<file path="src/rtl/csp_pkg.sv">
// csp_pkg: shared widths, defaults, register indexes and the command struct
// for the capped simplex projection block; no dependencies
package csp_pkg;

  // field widths
  localparam int VALUE_W   = 32;
  localparam int TARGET_W  = 25;
  localparam int CAP_W     = 25;
  localparam int TOL_W     = 16;
  localparam int WEIGHT_W  = 25;
  localparam int INDEX_W   = 6;
  localparam int CFG_W     = 25;
  localparam int CFG_IDX_W = 2;
  localparam int BOUND_W   = 34;

  // parameter defaults
  localparam int DEF_MAX_ELEMENTS = 64;
  localparam int DEF_BISECT_STEPS = 128;

  // register reset values
  localparam logic [TARGET_W-1:0] TARGET_RST = TARGET_W'(16777216);
  localparam logic [CAP_W-1:0]    CAP_RST    = CAP_W'(16777216);
  localparam logic [TOL_W-1:0]    TOL_RST    = TOL_W'(64);

  // register indexes
  localparam logic [CFG_IDX_W-1:0] CFG_TARGET = 2'd0;
  localparam logic [CFG_IDX_W-1:0] CFG_CAP    = 2'd1;
  localparam logic [CFG_IDX_W-1:0] CFG_TOL    = 2'd2;

  // commands from the controller to the datapath
  typedef struct packed {
    logic store;   // take an input item
    logic init;    // load the bisection bounds
    logic mid;     // take the midpoint, clear the sum
    logic rd;      // read one stored element into the pipeline
    logic emit;    // the read feeds a result item
    logic update;  // move one bound to the midpoint
    logic check;   // evaluate the ok flag
    logic clear;   // forget the vector
  } cmd_t;

endpackage

</file>
<file path="src/rtl/csp_ctrl.sv">
// csp_ctrl: sequencer for load, bisection sweeps and result emission
// depends on csp_pkg
module csp_ctrl #(
  parameter int MAX_ELEMENTS = 64,
  parameter int BISECT_STEPS = 128,
  parameter int CW           = $clog2(MAX_ELEMENTS + 1),
  parameter int AW           = (MAX_ELEMENTS > 1) ? $clog2(MAX_ELEMENTS) : 1
) (
  input  logic          clk_i,
  input  logic          rst_ni,
  input  logic          start_i,
  input  logic          last_i,
  output logic          busy_o,
  input  logic [CW-1:0] count_i,
  input  logic          pipe_busy_i,
  output csp_pkg::cmd_t cmd_o,
  output logic [AW-1:0] rd_addr_o
);
  import csp_pkg::*;

  localparam int KW = $clog2(BISECT_STEPS + 1);

  localparam logic [3:0] ST_IDLE   = 4'd0;
  localparam logic [3:0] ST_INIT   = 4'd1;
  localparam logic [3:0] ST_MID    = 4'd2;
  localparam logic [3:0] ST_SWEEP  = 4'd3;
  localparam logic [3:0] ST_DRAIN  = 4'd4;
  localparam logic [3:0] ST_CHECK  = 4'd5;
  localparam logic [3:0] ST_EMIT   = 4'd6;
  localparam logic [3:0] ST_EDRAIN = 4'd7;

  logic [3:0]    state_q, state_d;
  logic [CW-1:0] i_q, i_d, i_inc;
  logic [KW-1:0] k_q, k_d;
  cmd_t          cmd;

  assign i_inc = i_q + CW'(1);

  // next state and commands
  always_comb begin
    state_d = state_q;
    i_d     = i_q;
    k_d     = k_q;
    cmd     = '0;
    case (state_q)
      ST_IDLE: begin
        if (start_i) begin
          cmd.store = 1'b1;
          if (last_i) begin
            state_d = ST_INIT;
          end
        end
      end
      ST_INIT: begin
        cmd.init = 1'b1;
        k_d      = '0;
        state_d  = ST_MID;
      end
      ST_MID: begin
        cmd.mid = 1'b1;
        i_d     = '0;
        state_d = ST_SWEEP;
      end
      ST_SWEEP: begin
        cmd.rd = 1'b1;
        i_d    = i_inc;
        if (i_inc == count_i) begin
          state_d = ST_DRAIN;
        end
      end
      ST_DRAIN: begin
        if (!pipe_busy_i) begin
          if (k_q == KW'(BISECT_STEPS)) begin
            state_d = ST_CHECK;
          end else begin
            cmd.update = 1'b1;
            k_d        = k_q + KW'(1);
            state_d    = ST_MID;
          end
        end
      end
      ST_CHECK: begin
        cmd.check = 1'b1;
        i_d       = '0;
        state_d   = ST_EMIT;
      end
      ST_EMIT: begin
        cmd.rd   = 1'b1;
        cmd.emit = 1'b1;
        i_d      = i_inc;
        if (i_inc == count_i) begin
          state_d = ST_EDRAIN;
        end
      end
      ST_EDRAIN: begin
        if (!pipe_busy_i) begin
          cmd.clear = 1'b1;
          state_d   = ST_IDLE;
        end
      end
      default: begin
        state_d = ST_IDLE;
      end
    endcase
  end

  // state and counters
  always_ff @(posedge clk_i or negedge rst_ni) begin
    if (!rst_ni) begin
      state_q <= ST_IDLE;
      i_q     <= '0;
      k_q     <= '0;
    end else begin
      state_q <= state_d;
      i_q     <= i_d;
      k_q     <= k_d;
    end
  end

  assign busy_o    = (state_q != ST_IDLE);
  assign cmd_o     = cmd;
  assign rd_addr_o = i_q[AW-1:0];

  // closing item starts the solve
  assert property (@(posedge clk_i) disable iff (!rst_ni)
    (start_i && !busy_o && last_i) |=> busy_o)
    else $error("closing item did not start the solve");

  // reads stay inside the stored vector
  assert property (@(posedge clk_i) disable iff (!rst_ni)
    cmd_o.rd |-> (i_q < count_i))
    else $error("read beyond the stored vector");

  // idle only with an empty read pipeline
  assert property (@(posedge clk_i) disable iff (!rst_ni)
    (state_q == ST_IDLE) |-> !pipe_busy_i)
    else $error("idle with items still in the pipeline");

endmodule

</file>
<file path="src/rtl/csp_datapath.sv">
// csp_datapath: configuration registers, element store, min/max tracking,
// bisection bounds, clamp pipeline and sum; depends on csp_pkg
module csp_datapath #(
  parameter int MAX_ELEMENTS = 64,
  parameter int CW           = $clog2(MAX_ELEMENTS + 1),
  parameter int AW           = (MAX_ELEMENTS > 1) ? $clog2(MAX_ELEMENTS) : 1
) (
  input  logic                                 clk_i,
  input  logic                                 rst_ni,
  input  logic                                 cfg_we_i,
  input  logic [csp_pkg::CFG_IDX_W-1:0]        cfg_idx_i,
  input  logic [csp_pkg::CFG_W-1:0]            cfg_data_i,
  input  logic signed [csp_pkg::VALUE_W-1:0]   value_i,
  input  csp_pkg::cmd_t                        cmd_i,
  input  logic [AW-1:0]                        rd_addr_i,
  output logic [CW-1:0]                        count_o,
  output logic                                 pipe_busy_o,
  output logic                                 strobe_o,
  output logic [csp_pkg::WEIGHT_W-1:0]         weight_o,
  output logic [csp_pkg::INDEX_W-1:0]          index_o,
  output logic                                 ok_o,
  output logic                                 last_out_o
);
  import csp_pkg::*;

  localparam int DIFF_W = BOUND_W + 1;
  localparam int SUM_W  = CAP_W + CW;

  // configuration
  logic [TARGET_W-1:0] target_q;
  logic [CAP_W-1:0]    cap_q;
  logic [TOL_W-1:0]    tol_q;

  // vector state
  logic [VALUE_W-1:0]        mem [MAX_ELEMENTS];
  logic [CW-1:0]             count_q;
  logic signed [VALUE_W-1:0] min_q, max_q;
  logic                      wr_en;

  // bisection state
  logic signed [BOUND_W-1:0] low_q, high_q, shift_q;
  logic signed [DIFF_W-1:0]  mid_sum;
  logic [SUM_W-1:0]          sum_q;

  // read and clamp pipeline
  logic [VALUE_W-1:0]       rdata_q;
  logic                     rvld_q, remit_q;
  logic [AW-1:0]            ridx_q;
  logic                     cvld_q, cemit_q;
  logic [AW-1:0]            cidx_q;
  logic [WEIGHT_W-1:0]      clamp_q, clamp_d;
  logic signed [DIFF_W-1:0] diff;

  // ok evaluation
  logic                 ok_q, ok_d;
  logic [SUM_W-1:0]     cap_total, miss, target_ext;

  // configuration writes
  always_ff @(posedge clk_i or negedge rst_ni) begin
    if (!rst_ni) begin
      target_q <= TARGET_RST;
      cap_q    <= CAP_RST;
      tol_q    <= TOL_RST;
    end else if (cfg_we_i) begin
      case (cfg_idx_i)
        CFG_TARGET: target_q <= cfg_data_i[TARGET_W-1:0];
        CFG_CAP:    cap_q    <= cfg_data_i[CAP_W-1:0];
        CFG_TOL:    tol_q    <= cfg_data_i[TOL_W-1:0];
        default:    ;
      endcase
    end
  end

  // element store, excess items dropped
  assign wr_en = cmd_i.store && (count_q < CW'(MAX_ELEMENTS));

  always_ff @(posedge clk_i) begin
    if (wr_en) begin
      mem[count_q[AW-1:0]] <= value_i;
    end
    if (cmd_i.rd) begin
      rdata_q <= mem[rd_addr_i];
    end
  end

  // count and running extremes
  always_ff @(posedge clk_i or negedge rst_ni) begin
    if (!rst_ni) begin
      count_q <= '0;
      min_q   <= {1'b0, {(VALUE_W-1){1'b1}}};
      max_q   <= {1'b1, {(VALUE_W-1){1'b0}}};
    end else if (cmd_i.clear) begin
      count_q <= '0;
      min_q   <= {1'b0, {(VALUE_W-1){1'b1}}};
      max_q   <= {1'b1, {(VALUE_W-1){1'b0}}};
    end else if (wr_en) begin
      count_q <= count_q + CW'(1);
      if (value_i < min_q) begin
        min_q <= value_i;
      end
      if (value_i > max_q) begin
        max_q <= value_i;
      end
    end
  end

  // bounds: start at min - cap and max, then close in on the shift
  always_ff @(posedge clk_i or negedge rst_ni) begin
    if (!rst_ni) begin
      low_q  <= '0;
      high_q <= '0;
    end else if (cmd_i.init) begin
      low_q  <= {{(BOUND_W-VALUE_W){min_q[VALUE_W-1]}}, min_q}
                - {{(BOUND_W-CAP_W){1'b0}}, cap_q};
      high_q <= {{(BOUND_W-VALUE_W){max_q[VALUE_W-1]}}, max_q};
    end else if (cmd_i.update) begin
      if (sum_q > target_ext) begin
        low_q <= shift_q;
      end else begin
        high_q <= shift_q;
      end
    end
  end

  // midpoint rounded toward minus infinity
  assign mid_sum = {low_q[BOUND_W-1], low_q} + {high_q[BOUND_W-1], high_q};

  always_ff @(posedge clk_i) begin
    if (cmd_i.mid) begin
      shift_q <= mid_sum[DIFF_W-1:1];
    end
  end

  // clamp of value minus shift into zero to cap
  assign diff = {{(DIFF_W-VALUE_W){rdata_q[VALUE_W-1]}}, rdata_q}
                - {shift_q[BOUND_W-1], shift_q};

  always_comb begin
    if (diff[DIFF_W-1]) begin
      clamp_d = '0;
    end else if (diff[BOUND_W-1:0] > {{(BOUND_W-CAP_W){1'b0}}, cap_q}) begin
      clamp_d = cap_q;
    end else begin
      clamp_d = diff[WEIGHT_W-1:0];
    end
  end

  // pipeline valid and tag bits
  always_ff @(posedge clk_i or negedge rst_ni) begin
    if (!rst_ni) begin
      rvld_q  <= 1'b0;
      remit_q <= 1'b0;
      cvld_q  <= 1'b0;
      cemit_q <= 1'b0;
    end else begin
      rvld_q  <= cmd_i.rd;
      remit_q <= cmd_i.emit;
      cvld_q  <= rvld_q;
      cemit_q <= remit_q;
    end
  end

  // pipeline payload
  always_ff @(posedge clk_i) begin
    ridx_q  <= rd_addr_i;
    cidx_q  <= ridx_q;
    clamp_q <= clamp_d;
  end

  // clamped sum over one sweep
  always_ff @(posedge clk_i) begin
    if (cmd_i.mid) begin
      sum_q <= '0;
    end else if (cvld_q && !cemit_q) begin
      sum_q <= sum_q + SUM_W'(clamp_q);
    end
  end

  // ok flag: nonzero target and cap, feasible, sum within tolerance
  assign target_ext = SUM_W'(target_q);
  assign cap_total  = SUM_W'(cap_q) * SUM_W'(count_q);
  assign miss       = (sum_q >= target_ext) ? (sum_q - target_ext)
                                            : (target_ext - sum_q);

  always_comb begin
    ok_d = 1'b1;
    if ((target_q == '0) || (cap_q == '0)) begin
      ok_d = 1'b0;
    end
    if (target_ext > cap_total) begin
      ok_d = 1'b0;
    end
    if (miss > SUM_W'(tol_q)) begin
      ok_d = 1'b0;
    end
  end

  always_ff @(posedge clk_i) begin
    if (cmd_i.check) begin
      ok_q <= ok_d;
    end
  end

  // result items
  assign count_o     = count_q;
  assign pipe_busy_o = rvld_q | cvld_q;
  assign strobe_o    = cvld_q & cemit_q;
  assign weight_o    = ok_q ? clamp_q : '0;
  assign index_o     = INDEX_W'(cidx_q);
  assign ok_o        = ok_q;
  assign last_out_o  = ((CW'(cidx_q) + CW'(1)) == count_q);

  // bisection interval never inverts
  assert property (@(posedge clk_i) disable iff (!rst_ni)
    low_q <= high_q)
    else $error("bisection bounds crossed");

  // result weights never exceed the cap
  assert property (@(posedge clk_i) disable iff (!rst_ni)
    strobe_o |-> (weight_o <= cap_q))
    else $error("weight above cap");

  // results only come from a stored vector
  assert property (@(posedge clk_i) disable iff (!rst_ni)
    strobe_o |-> (count_q != '0))
    else $error("result item with empty vector");

endmodule

</file>
<file path="src/rtl/capped_simplex_projection.sv">
// capped_simplex_projection: top level, controller plus datapath
// for n stored elements, the bisection sweeps over the vector run after the closing
// item and before the first result, then one result per cycle for each of the n elements
// a closing item keeps busy high through the sweeps and the result emission; other
// items are taken one per cycle while busy is low
// results cannot be stalled; async active-low reset, target 1.0, cap 1.0, tolerance 64
module capped_simplex_projection #(
  parameter int MAX_ELEMENTS = csp_pkg::DEF_MAX_ELEMENTS,
  parameter int BISECT_STEPS = csp_pkg::DEF_BISECT_STEPS
) (
  input  logic                               clk_i,
  input  logic                               rst_ni,
  input  logic                               start,
  output logic                               busy,
  input  logic signed [csp_pkg::VALUE_W-1:0] value_i,
  input  logic                               last_i,
  input  logic                               cfg_we_i,
  input  logic [csp_pkg::CFG_IDX_W-1:0]      cfg_idx_i,
  input  logic [csp_pkg::CFG_W-1:0]          cfg_data_i,
  output logic                               strobe_o,
  output logic [csp_pkg::WEIGHT_W-1:0]       weight_o,
  output logic [csp_pkg::INDEX_W-1:0]        index_o,
  output logic                               ok_o,
  output logic                               last_out_o
);
  import csp_pkg::*;

  localparam int CW = $clog2(MAX_ELEMENTS + 1);
  localparam int AW = (MAX_ELEMENTS > 1) ? $clog2(MAX_ELEMENTS) : 1;

  cmd_t          cmd;
  logic [AW-1:0] rd_addr;
  logic [CW-1:0] count;
  logic          pipe_busy;

  // sequencer
  csp_ctrl #(
    .MAX_ELEMENTS (MAX_ELEMENTS),
    .BISECT_STEPS (BISECT_STEPS),
    .CW           (CW),
    .AW           (AW)
  ) u_ctrl (
    .clk_i       (clk_i),
    .rst_ni      (rst_ni),
    .start_i     (start),
    .last_i      (last_i),
    .busy_o      (busy),
    .count_i     (count),
    .pipe_busy_i (pipe_busy),
    .cmd_o       (cmd),
    .rd_addr_o   (rd_addr)
  );

  // store, bounds and clamp pipeline
  csp_datapath #(
    .MAX_ELEMENTS (MAX_ELEMENTS),
    .CW           (CW),
    .AW           (AW)
  ) u_datapath (
    .clk_i       (clk_i),
    .rst_ni      (rst_ni),
    .cfg_we_i    (cfg_we_i),
    .cfg_idx_i   (cfg_idx_i),
    .cfg_data_i  (cfg_data_i),
    .value_i     (value_i),
    .cmd_i       (cmd),
    .rd_addr_i   (rd_addr),
    .count_o     (count),
    .pipe_busy_o (pipe_busy),
    .strobe_o    (strobe_o),
    .weight_o    (weight_o),
    .index_o     (index_o),
    .ok_o        (ok_o),
    .last_out_o  (last_out_o)
  );

endmodule
</file>
<file path="config.mk">
export PLATFORM = sky130hd
export DESIGN_NAME = capped_simplex_projection
export DESIGN_NICKNAME = d
export VERILOG_FILES = /design/src/rtl/csp_pkg.sv /design/src/rtl/csp_ctrl.sv /design/src/rtl/csp_datapath.sv /design/src/rtl/capped_simplex_projection.sv
export SDC_FILE = /design/constraint.sdc
export NUM_CORES = 2
export LEC_CHECK = 0
export BUFFER_PORTS_ARGS = -buffer_cell sky130_fd_sc_hd__buf_2
export CAP_MARGIN = 10
export CORE_MARGIN = 2
export CORE_UTILIZATION = 55
export CTS_CLUSTER_DIAMETER = 200
export DETAILED_ROUTE_END_ITERATION = 8
export PLACE_DENSITY = 0.72
export SLEW_MARGIN = 20
export SYNTH_ARGS = -nofsm -noshare
export SYNTH_HDL_FRONTEND = slang
export SYNTH_SLANG_ARGS = --single-unit
</file>
<file path="constraint.sdc">
create_clock -name clk_i -period 14 [get_ports clk_i]
set_clock_uncertainty 0.05 [all_clocks]
set_input_delay 3.5 -clock clk_i [delete_from_list [all_inputs] [get_ports clk_i]]
set_output_delay 3.5 -clock clk_i [all_outputs]
set_load 0.02 [all_outputs]
</file>
Word level (Yosys, flattened, before mapping) --
Memories as Yosys holds them, arrays and structs flattened. A register that Yosys moved wholly into a read port is not among the register bits. Index checks and enable logic that the tools add are counted.
Operators by class: muxes and demuxes 44, reductions and logical operators 28, multipliers 1, order comparisons 8, add/subtract/negate cells 10, equality and inequality tests 20, bitwise operators 2
Operators by type and width (number):
- $mux 32 | 7
- $mux 34 | 6
- $logic_not 25->1 | 2
- $mux 25 | 2
- $add 34x34->35 | 1
- $sub 32x34->35 | 1
- $gt 34x25->1 | 1
- $sub 32x26->33 | 1
- $add 32x25->32 | 1
- $ge 32x25->1 | 1
- $gt 25x32->1 | 1
- $gt 32x16->1 | 1
- $gt 32x25->1 | 1
- $gt 32x32->1 | 1
- $lt 32x32->1 | 1
- $mul 25x7->32 | 1
- $pmux 4 s8 | 1
- $sub 25x32->32 | 1
- $sub 32x25->32 | 1
- $mux 4 | 6
- $eq 4x3->1 const B | 4
- $mux 8 | 2
- $pmux 8 s2 | 1
- $mux 1 | 15
- 28 further kinds | 53
Word-level totals: input bits 64, memories kept 1, RAM bits 2048, output and inout port bits 35, word-level logic and storage cells 135, register bits 332
Memory list:
- u_datapath.mem | words 64, bits a word 32, read ports 1, clocked after memory_dff 1, wr ports 1, RTL line csp_datapath.sv:35 | logic [VALUE_W-1:0] mem [MAX_ELEMENTS];

Depth between registers and ports, before layout --
depth in word-level cells 6, gate-level depth with buffers 34, gate-level depth less buffers 31

Cells and area by module --
From an unflattened synthesis, not the netlist that was laid out.
Second synthesis, totals: cell total of the unflattened synthesis 6629, area, all modules 109353.6 um2
By module, submodules not included:
- csp_datapath | times used 1, area an instance 107902.2 um2, cells each 6453
- csp_ctrl | times used 1, area an instance 1451.4 um2, cells each 176

Least setup slack after synthesis --
OpenSTA, ideal clock, no wires.
kind input port to flip-flop, start point input port start, end point memory u_datapath.mem[16][0] (enable), buffers on the path 1, data required time 13449 ps, slack 6123 ps, arrival 7326 ps, setup time 501 ps, stages on the path 5, path through inv_1 nor3_1 nand4bb_1 clkbuf_1 nor4_1
On the way: word-level cells in the longest chain between the ends 5
Ends and longest elaborated chain:
- start, declared | RTL line capped_simplex_projection.sv:13 | input logic start,
- $mux 1 | RTL line csp_ctrl.sv:47 | if (start_i) begin
- $mux 1 | RTL line csp_ctrl.sv:45 | case (state_q)
- $logic_and 1x1->1 | RTL line csp_datapath.sv:75 | assign wr_en = cmd_i.store && (count_q < CW'(MAX_ELEMENTS));
- $mux 1 | RTL line csp_datapath.sv:78 | if (wr_en) begin
- $mux 1 (not written as such) | RTL line csp_datapath.sv:79 | mem[count_q[AW-1:0]] <= value_i;
- end, declared | RTL line csp_datapath.sv:35
No other way between the ends.

Final worst setup path --
start point register u_datapath.count_q[2] (netlist: u_datapath.count_o[2]), end point register u_datapath.ok_q (netlist: u_datapath.ok_o), data pin
On the way: word-level cells in the longest chain between the ends 3
Ends and longest elaborated chain:
- start, declared | RTL line csp_datapath.sv:36 | logic [CW-1:0] count_q;
- start signal, assigned | RTL line csp_datapath.sv:97 | count_q <= count_q + CW'(1);
- $mul 25x7->32 | RTL line csp_datapath.sv:181 | assign cap_total = SUM_W'(cap_q) * SUM_W'(count_q);
- $gt 25x32->1 | RTL line csp_datapath.sv:190 | if (target_ext > cap_total) begin
- $reduce_or 2->1 (no line)
- end signal, assigned | RTL line csp_datapath.sv:200 | ok_q <= ok_d;
- end, declared | RTL line csp_datapath.sv:55 | logic ok_q, ok_d;
No other way between the ends. A chain may end at the register's enable or synchronous reset.

==> impl_table.tex <==
\begin{tabular}{lr}
\hline
Metric & Value \\
\hline
\multicolumn{2}{l}{\textbf{Placement}} \\
\quad Total half-perimeter wirelength after legalization and detailed placement & 184000 µm \\
\quad RePlAce Congestion & 0.938 \\
\quad Number of port buffers & 98 \\
\multicolumn{2}{l}{\textbf{Layout}} \\
\quad Syn-to-layout area delta & 11.1\% \\
\quad Commonest non-fill, non-tap cell in the layout & sky130\_fd\_sc\_hd\_\_edfxtp\_1 \\
\quad Final core utilization & 61.3\% \\
\quad Share of cells above drive strength 1 & 20.9\% \\
\quad Number of fill cells & 14100 \\
\quad Final-stage net count & 7439 \\
\quad Most frequent cells in the layout & 2115 x sky130\_fd\_sc\_hd\_\_edfxtp\_1, 672 x sky130\_fd\_sc\_hd\_\_mux4\_2, 414 x sky130\_fd\_sc\_hd\_\_inv\_1 \\
\multicolumn{2}{l}{\textbf{Power and ir drop}} \\
\quad Power density normalized to cell area & 201 nW/µm² \\
\quad Highest ir drop seen on vdd & 175 µV \\
\quad Share of power burned in registers & 36.7\% \\
\quad Leak pwr & 42.4 nW \\
\quad Switching portion of total power & 35.3\% \\
\quad Switching pwr & 8.68 mW \\
\quad Gate power share & 36.8\% \\
\quad Cell-internal power & 15.9 mW \\
\quad Clock network power share & 26.4\% \\
\multicolumn{2}{l}{\textbf{Global routing}} \\
\quad Antenna violations before repair & 21 \\
\quad Fraction of met1 tracks used by global routing & 42.5\% \\
\quad Met2 Use GR & 47.1\% \\
\quad Global route hottest layer & met2 \\
\quad Met3 usage in global routing & 5.65\% \\
\quad Largest net degree at the start of global routing & 165 \\
\quad Number of global-route vias before repair & 63900 \\
\quad Sum of overflow across all layers after global routing & 0 \\
\quad First-pass GRT wire length & 443000 µm \\
\quad All-Layer GR Usage & 30.0\% \\
\multicolumn{2}{l}{\textbf{Synth}} \\
\quad Most used flip-flop cell after synthesis & sky130\_fd\_sc\_hd\_\_edfxtp\_1 \\
\quad Number of library cell types mapped by synthesis & 90 \\
\quad Count of flip-flops with a built-in enable after synthesis & 2115 \\
\quad Post-synth ARST share & 9.42\% \\
\quad Synthesized instance count & 6753 \\
\quad Warnings from Yosys & 0 \\
\quad Register bit count reported by yosys & 2411 \\
\quad Syn\_nets & 7288 \\
\quad Sequential cell area fraction in the yosys report & 64.2\% \\
\quad Summed instance area of the synthesized netlist & 110000 µm² \\
\quad Syn\_area\_per\_cell & 16.3 µm² \\
\multicolumn{2}{l}{\textbf{CTS}} \\
\quad CTS clock-pin slew for the worst setup and hold paths & 0.06 ns \\
\quad Number of clock buffers inserted by TritonCTS & 236 \\
\quad CTS sink cnt & 2411 \\
\quad Bufs on Longest Clock Path & 3 \\
\quad Post-CTS Setup Repair Bufs & 0 \\
\quad H-tree depth & 4 \\
\quad Root buffer cell & sky130\_fd\_sc\_hd\_\_clkbuf\_16 \\
\quad TritonCTS clock tree & yes \\
\quad Total of cells resized after clock tree synthesis & 0 \\
\quad Number of hold buffers added after CTS & 0 \\
\quad Clock latency of the later-clocked register in the worst-skew pair & 0.92 ns \\
\multicolumn{2}{l}{\textbf{Floorplan}} \\
\quad Top Ports & 99 \\
\quad Die X-Extent & 451 µm \\
\quad Floorplan die height & 451 µm \\
\quad Core outline area & 199000 µm² \\
\quad Core Rows & 164 \\
\quad Starting utilization of the core area & 55.2\% \\
\quad Total die area & 203000 µm² \\
\multicolumn{2}{l}{\textbf{Route}} \\
\quad 1st-iter DRT viols & 9153 \\
\quad Per-cell routed wire length & 31.1 µm \\
\quad Via total after detailed routing & 63800 \\
\quad Final ANT Viol Nets & 0 \\
\quad Number of DRC violations after detailed routing & 0 \\
\quad Via density & 6.53 \\
\quad Number of search-and-repair iterations in the first detailed-routing pass & 6 \\
\quad Aggregate routed wire length & 304000 µm \\
\multicolumn{2}{l}{\textbf{Worst setup path}} \\
\quad Worst Path Required & 14.47 ns \\
\quad Delay of the slowest critical-path stage & 0.70 ns \\
\quad Worst Setup Path Type & reg2reg \\
\quad CP max FO & 25 \\
\quad Slowest CP cell & sky130\_fd\_sc\_hd\_\_dfrtp\_1 \\
\quad Cell family with most CP delay & adder cells \\
\quad Count of buffering cells on the critical path with inverters included & 3 \\
\quad Crit path launch type & flip-flop \\
\quad Worst path arrival time & 7.90 ns \\
\quad CP endpoint kind & flip-flop \\
\multicolumn{2}{l}{\textbf{STA}} \\
\quad Final Setup Violations & 0 \\
\quad Setup tns final & 0 ns \\
\quad Number of slew-limit violations in the final report & 0 \\
\quad Fmax & 135 MHz \\
\quad Relative max-transition margin & 21.2\% \\
\quad Worst slew pin tran & 1.18 ns \\
\quad Period minus WS final & 7.43 ns \\
\quad RSZ-0062 raised after global routing & false \\
\quad Final period utilization & 53.0\% \\
\quad Final Hold Violating Endpoints & 0 \\
\multicolumn{2}{l}{\textbf{Run status}} \\
\quad Result of the run & completed \\
\multicolumn{2}{l}{\textbf{Min path}} \\
\quad Type of the worst min-delay path & reg2reg \\
\multicolumn{2}{l}{\textbf{Job}} \\
\quad Max\_cap viols & 0 \\
\hline
\end{tabular}
[Yosys cell counts, drive strengths merged (24+ instances only)]
| library cell | count | area, µm² |
|---|---|---|
| clkbuf | 234 | 880 |
| o21bai | 28 | 210 |
| o21a | 46 | 345 |
| dfxtp | 69 | 1380 |
| and3 | 24 | 150 |
| nand3 | 87 | 435 |
| xnor2 | 111 | 972 |
| nor2 | 316 | 1190 |
| edfxtp | 2115 | 63500 |
| a21o | 111 | 833 |
| fa | 120 | 2400 |
| a21oi | 302 | 1510 |
| mux2i | 68 | 681 |
| o21ai | 205 | 1040 |
| and2 | 146 | 913 |
| nand4 | 57 | 357 |
| nand2b | 30 | 188 |
| dfrtp | 192 | 4800 |
| nand2 | 365 | 1370 |
| buf | 101 | 442 |
| a31oi | 46 | 294 |
| nor2b | 47 | 294 |
| dfstp | 35 | 920 |
| inv | 414 | 1550 |
| mux4 | 672 | 15100 |
| a211oi | 43 | 328 |
| ha | 351 | 4390 |
| mux2 | 50 | 563 |
| xor2 | 55 | 482 |
| nor4 | 25 | 171 |
| nor3 | 72 | 390 |
[path summary, 6_finish.rpt]
check / slack, ns / to / from / depth (start not counted)
setup / recovery: 6.57 / u_datapath.ok_o$_SDFFCE_PP0P_ / u_datapath.count_o[2]$_DFFE_PN0P_ / 27
hold / removal: 0.28 / u_datapath.index_o[0]$_DFF_P_ / u_datapath.ridx_q[0]$_DFF_P_ / 0
setup reg to reg: 6.57 / u_datapath.ok_o$_SDFFCE_PP0P_ / u_datapath.count_o[2]$_DFFE_PN0P_ / 27
hold reg to reg: 0.28 / u_datapath.index_o[0]$_DFF_P_ / u_datapath.ridx_q[0]$_DFF_P_ / 0
max in group asynchronous: 9.65 / u_datapath.max_q[17]$_DFFE_PN0P_ / rst_ni / 2
min in group asynchronous: 2.55 / u_ctrl.k_q[6]$_DFFE_PN0P_ / rst_ni / 1
[routing by layer]
layer / vias to the layer above / part of all wire [%] / wire (µm)
met5: - / 0.047 / 142
met4: 14 / 3.9 / 11800
met3: 566 / 10 / 31400
met2: 3831 / 47 / 143000
met1: 33000 / 39 / 117000
li1: 26400 / - / -
[per-stage QoR]
step | worst slack [ns] | cells | hold slack, ns | instance area [µm²] | power (mW)
finish | 6.57 | 9771 | 0.278 | 122000 | 24.6
global route | 5.83 | 9768 | 0.285 | 122000 | 25.8
CTS | 6.42 | 9768 | 0.280 | 122000 | 24.5
detailed placement | 6.45 | 9322 | 0.262 | 114000 | 18.0
global placement | 6.55 | 9322 | 0.261 | 114000 | 17.9
floorplan | 6.12 | 6753 | 0.260 | 110000 | 15.4
[cell type report]
cell class | count | area, µm² | share of cell area [%]
diodes | 3 | 7.51 | 0.00614
clock buffers | 288 | 6190 | 5.07
clock inverters | 158 | 1790 | 1.46
inverters | 414 | 1550 | 1.27
multi-input cells | 3593 | 37000 | 30.3
flip-flops and latches | 2411 | 70600 | 57.8
well taps | 2656 | 3320 | 2.72
repair buffers | 248 | 1690 | 1.39
[worst register-to-register path, cell delays in order (launching register included)]
cell,delay [ns]
sky130_fd_sc_hd__dfrtp_1,0.70
sky130_fd_sc_hd__buf_4,0.40
sky130_fd_sc_hd__and2_1,0.20
sky130_fd_sc_hd__fa_1,0.44
sky130_fd_sc_hd__fa_1,0.48
sky130_fd_sc_hd__fa_1,0.54
sky130_fd_sc_hd__inv_1,0.05
sky130_fd_sc_hd__fa_1,0.53
sky130_fd_sc_hd__inv_1,0.04
sky130_fd_sc_hd__ha_1,0.22
sky130_fd_sc_hd__nor3_1,0.41
sky130_fd_sc_hd__nand2_1,0.10
sky130_fd_sc_hd__a211oi_1,0.28
sky130_fd_sc_hd__nor3_1,0.15
sky130_fd_sc_hd__o211ai_1,0.34
sky130_fd_sc_hd__a211o_1,0.20
sky130_fd_sc_hd__nand2b_1,0.10
sky130_fd_sc_hd__a21o_1,0.19
sky130_fd_sc_hd__a21oi_1,0.17
sky130_fd_sc_hd__xor2_1,0.10
sky130_fd_sc_hd__ha_1,0.30
sky130_fd_sc_hd__nand3_1,0.07
sky130_fd_sc_hd__nor3_1,0.21
sky130_fd_sc_hd__a221oi_1,0.14
sky130_fd_sc_hd__nor4_1,0.23
sky130_fd_sc_hd__o2111ai_1,0.16
sky130_fd_sc_hd__o2111ai_1,0.23
sky130_fd_sc_hd__nor3_1,0.07
[cell families after synthesis]
kind of cell    Yosys count  synth area share [%]
flops                  2411                  64.2
simple gates           1244                  5.48
compound gates          917                  5.23
mux                     790                  14.9
buf+inv                 749                  2.62
fa+ha+maj               476                  6.22
xor+xnor                166                  1.32
[power groups by stage]
stage | logic [mW] | registers [mW] | clock network (mW)
finish | 9.05 | 9.03 | 6.49
global route | 9.90 | 9.06 | 6.84
detailed placement | 8.90 | 9.15 | 0
CTS | 8.98 | 9.01 | 6.56
floorplan | 6.67 | 8.74 | 0
global placement | 8.77 | 9.14 | 0
[sequential cells by signal, summed over array words and instances (netlist names), 3 cells and up]
name and cells:
u_datapath.count_o 7, u_datapath.rdata_q 32, u_datapath.mem 2048, u_datapath.min_q 32, u_datapath.shift_q 34, u_datapath.index_o 6
u_ctrl.i_q 7, u_datapath.target_q 25, u_datapath.cap_q 25, u_datapath.low_q 34, u_datapath.tol_q 16, u_datapath.high_q 34
u_datapath.clamp_q 25, u_ctrl.state_q 3, u_datapath.max_q 32, u_ctrl.k_q 8, u_datapath.ridx_q 6, u_datapath.sum_q 32
Power figures use the tool's default switching activity.
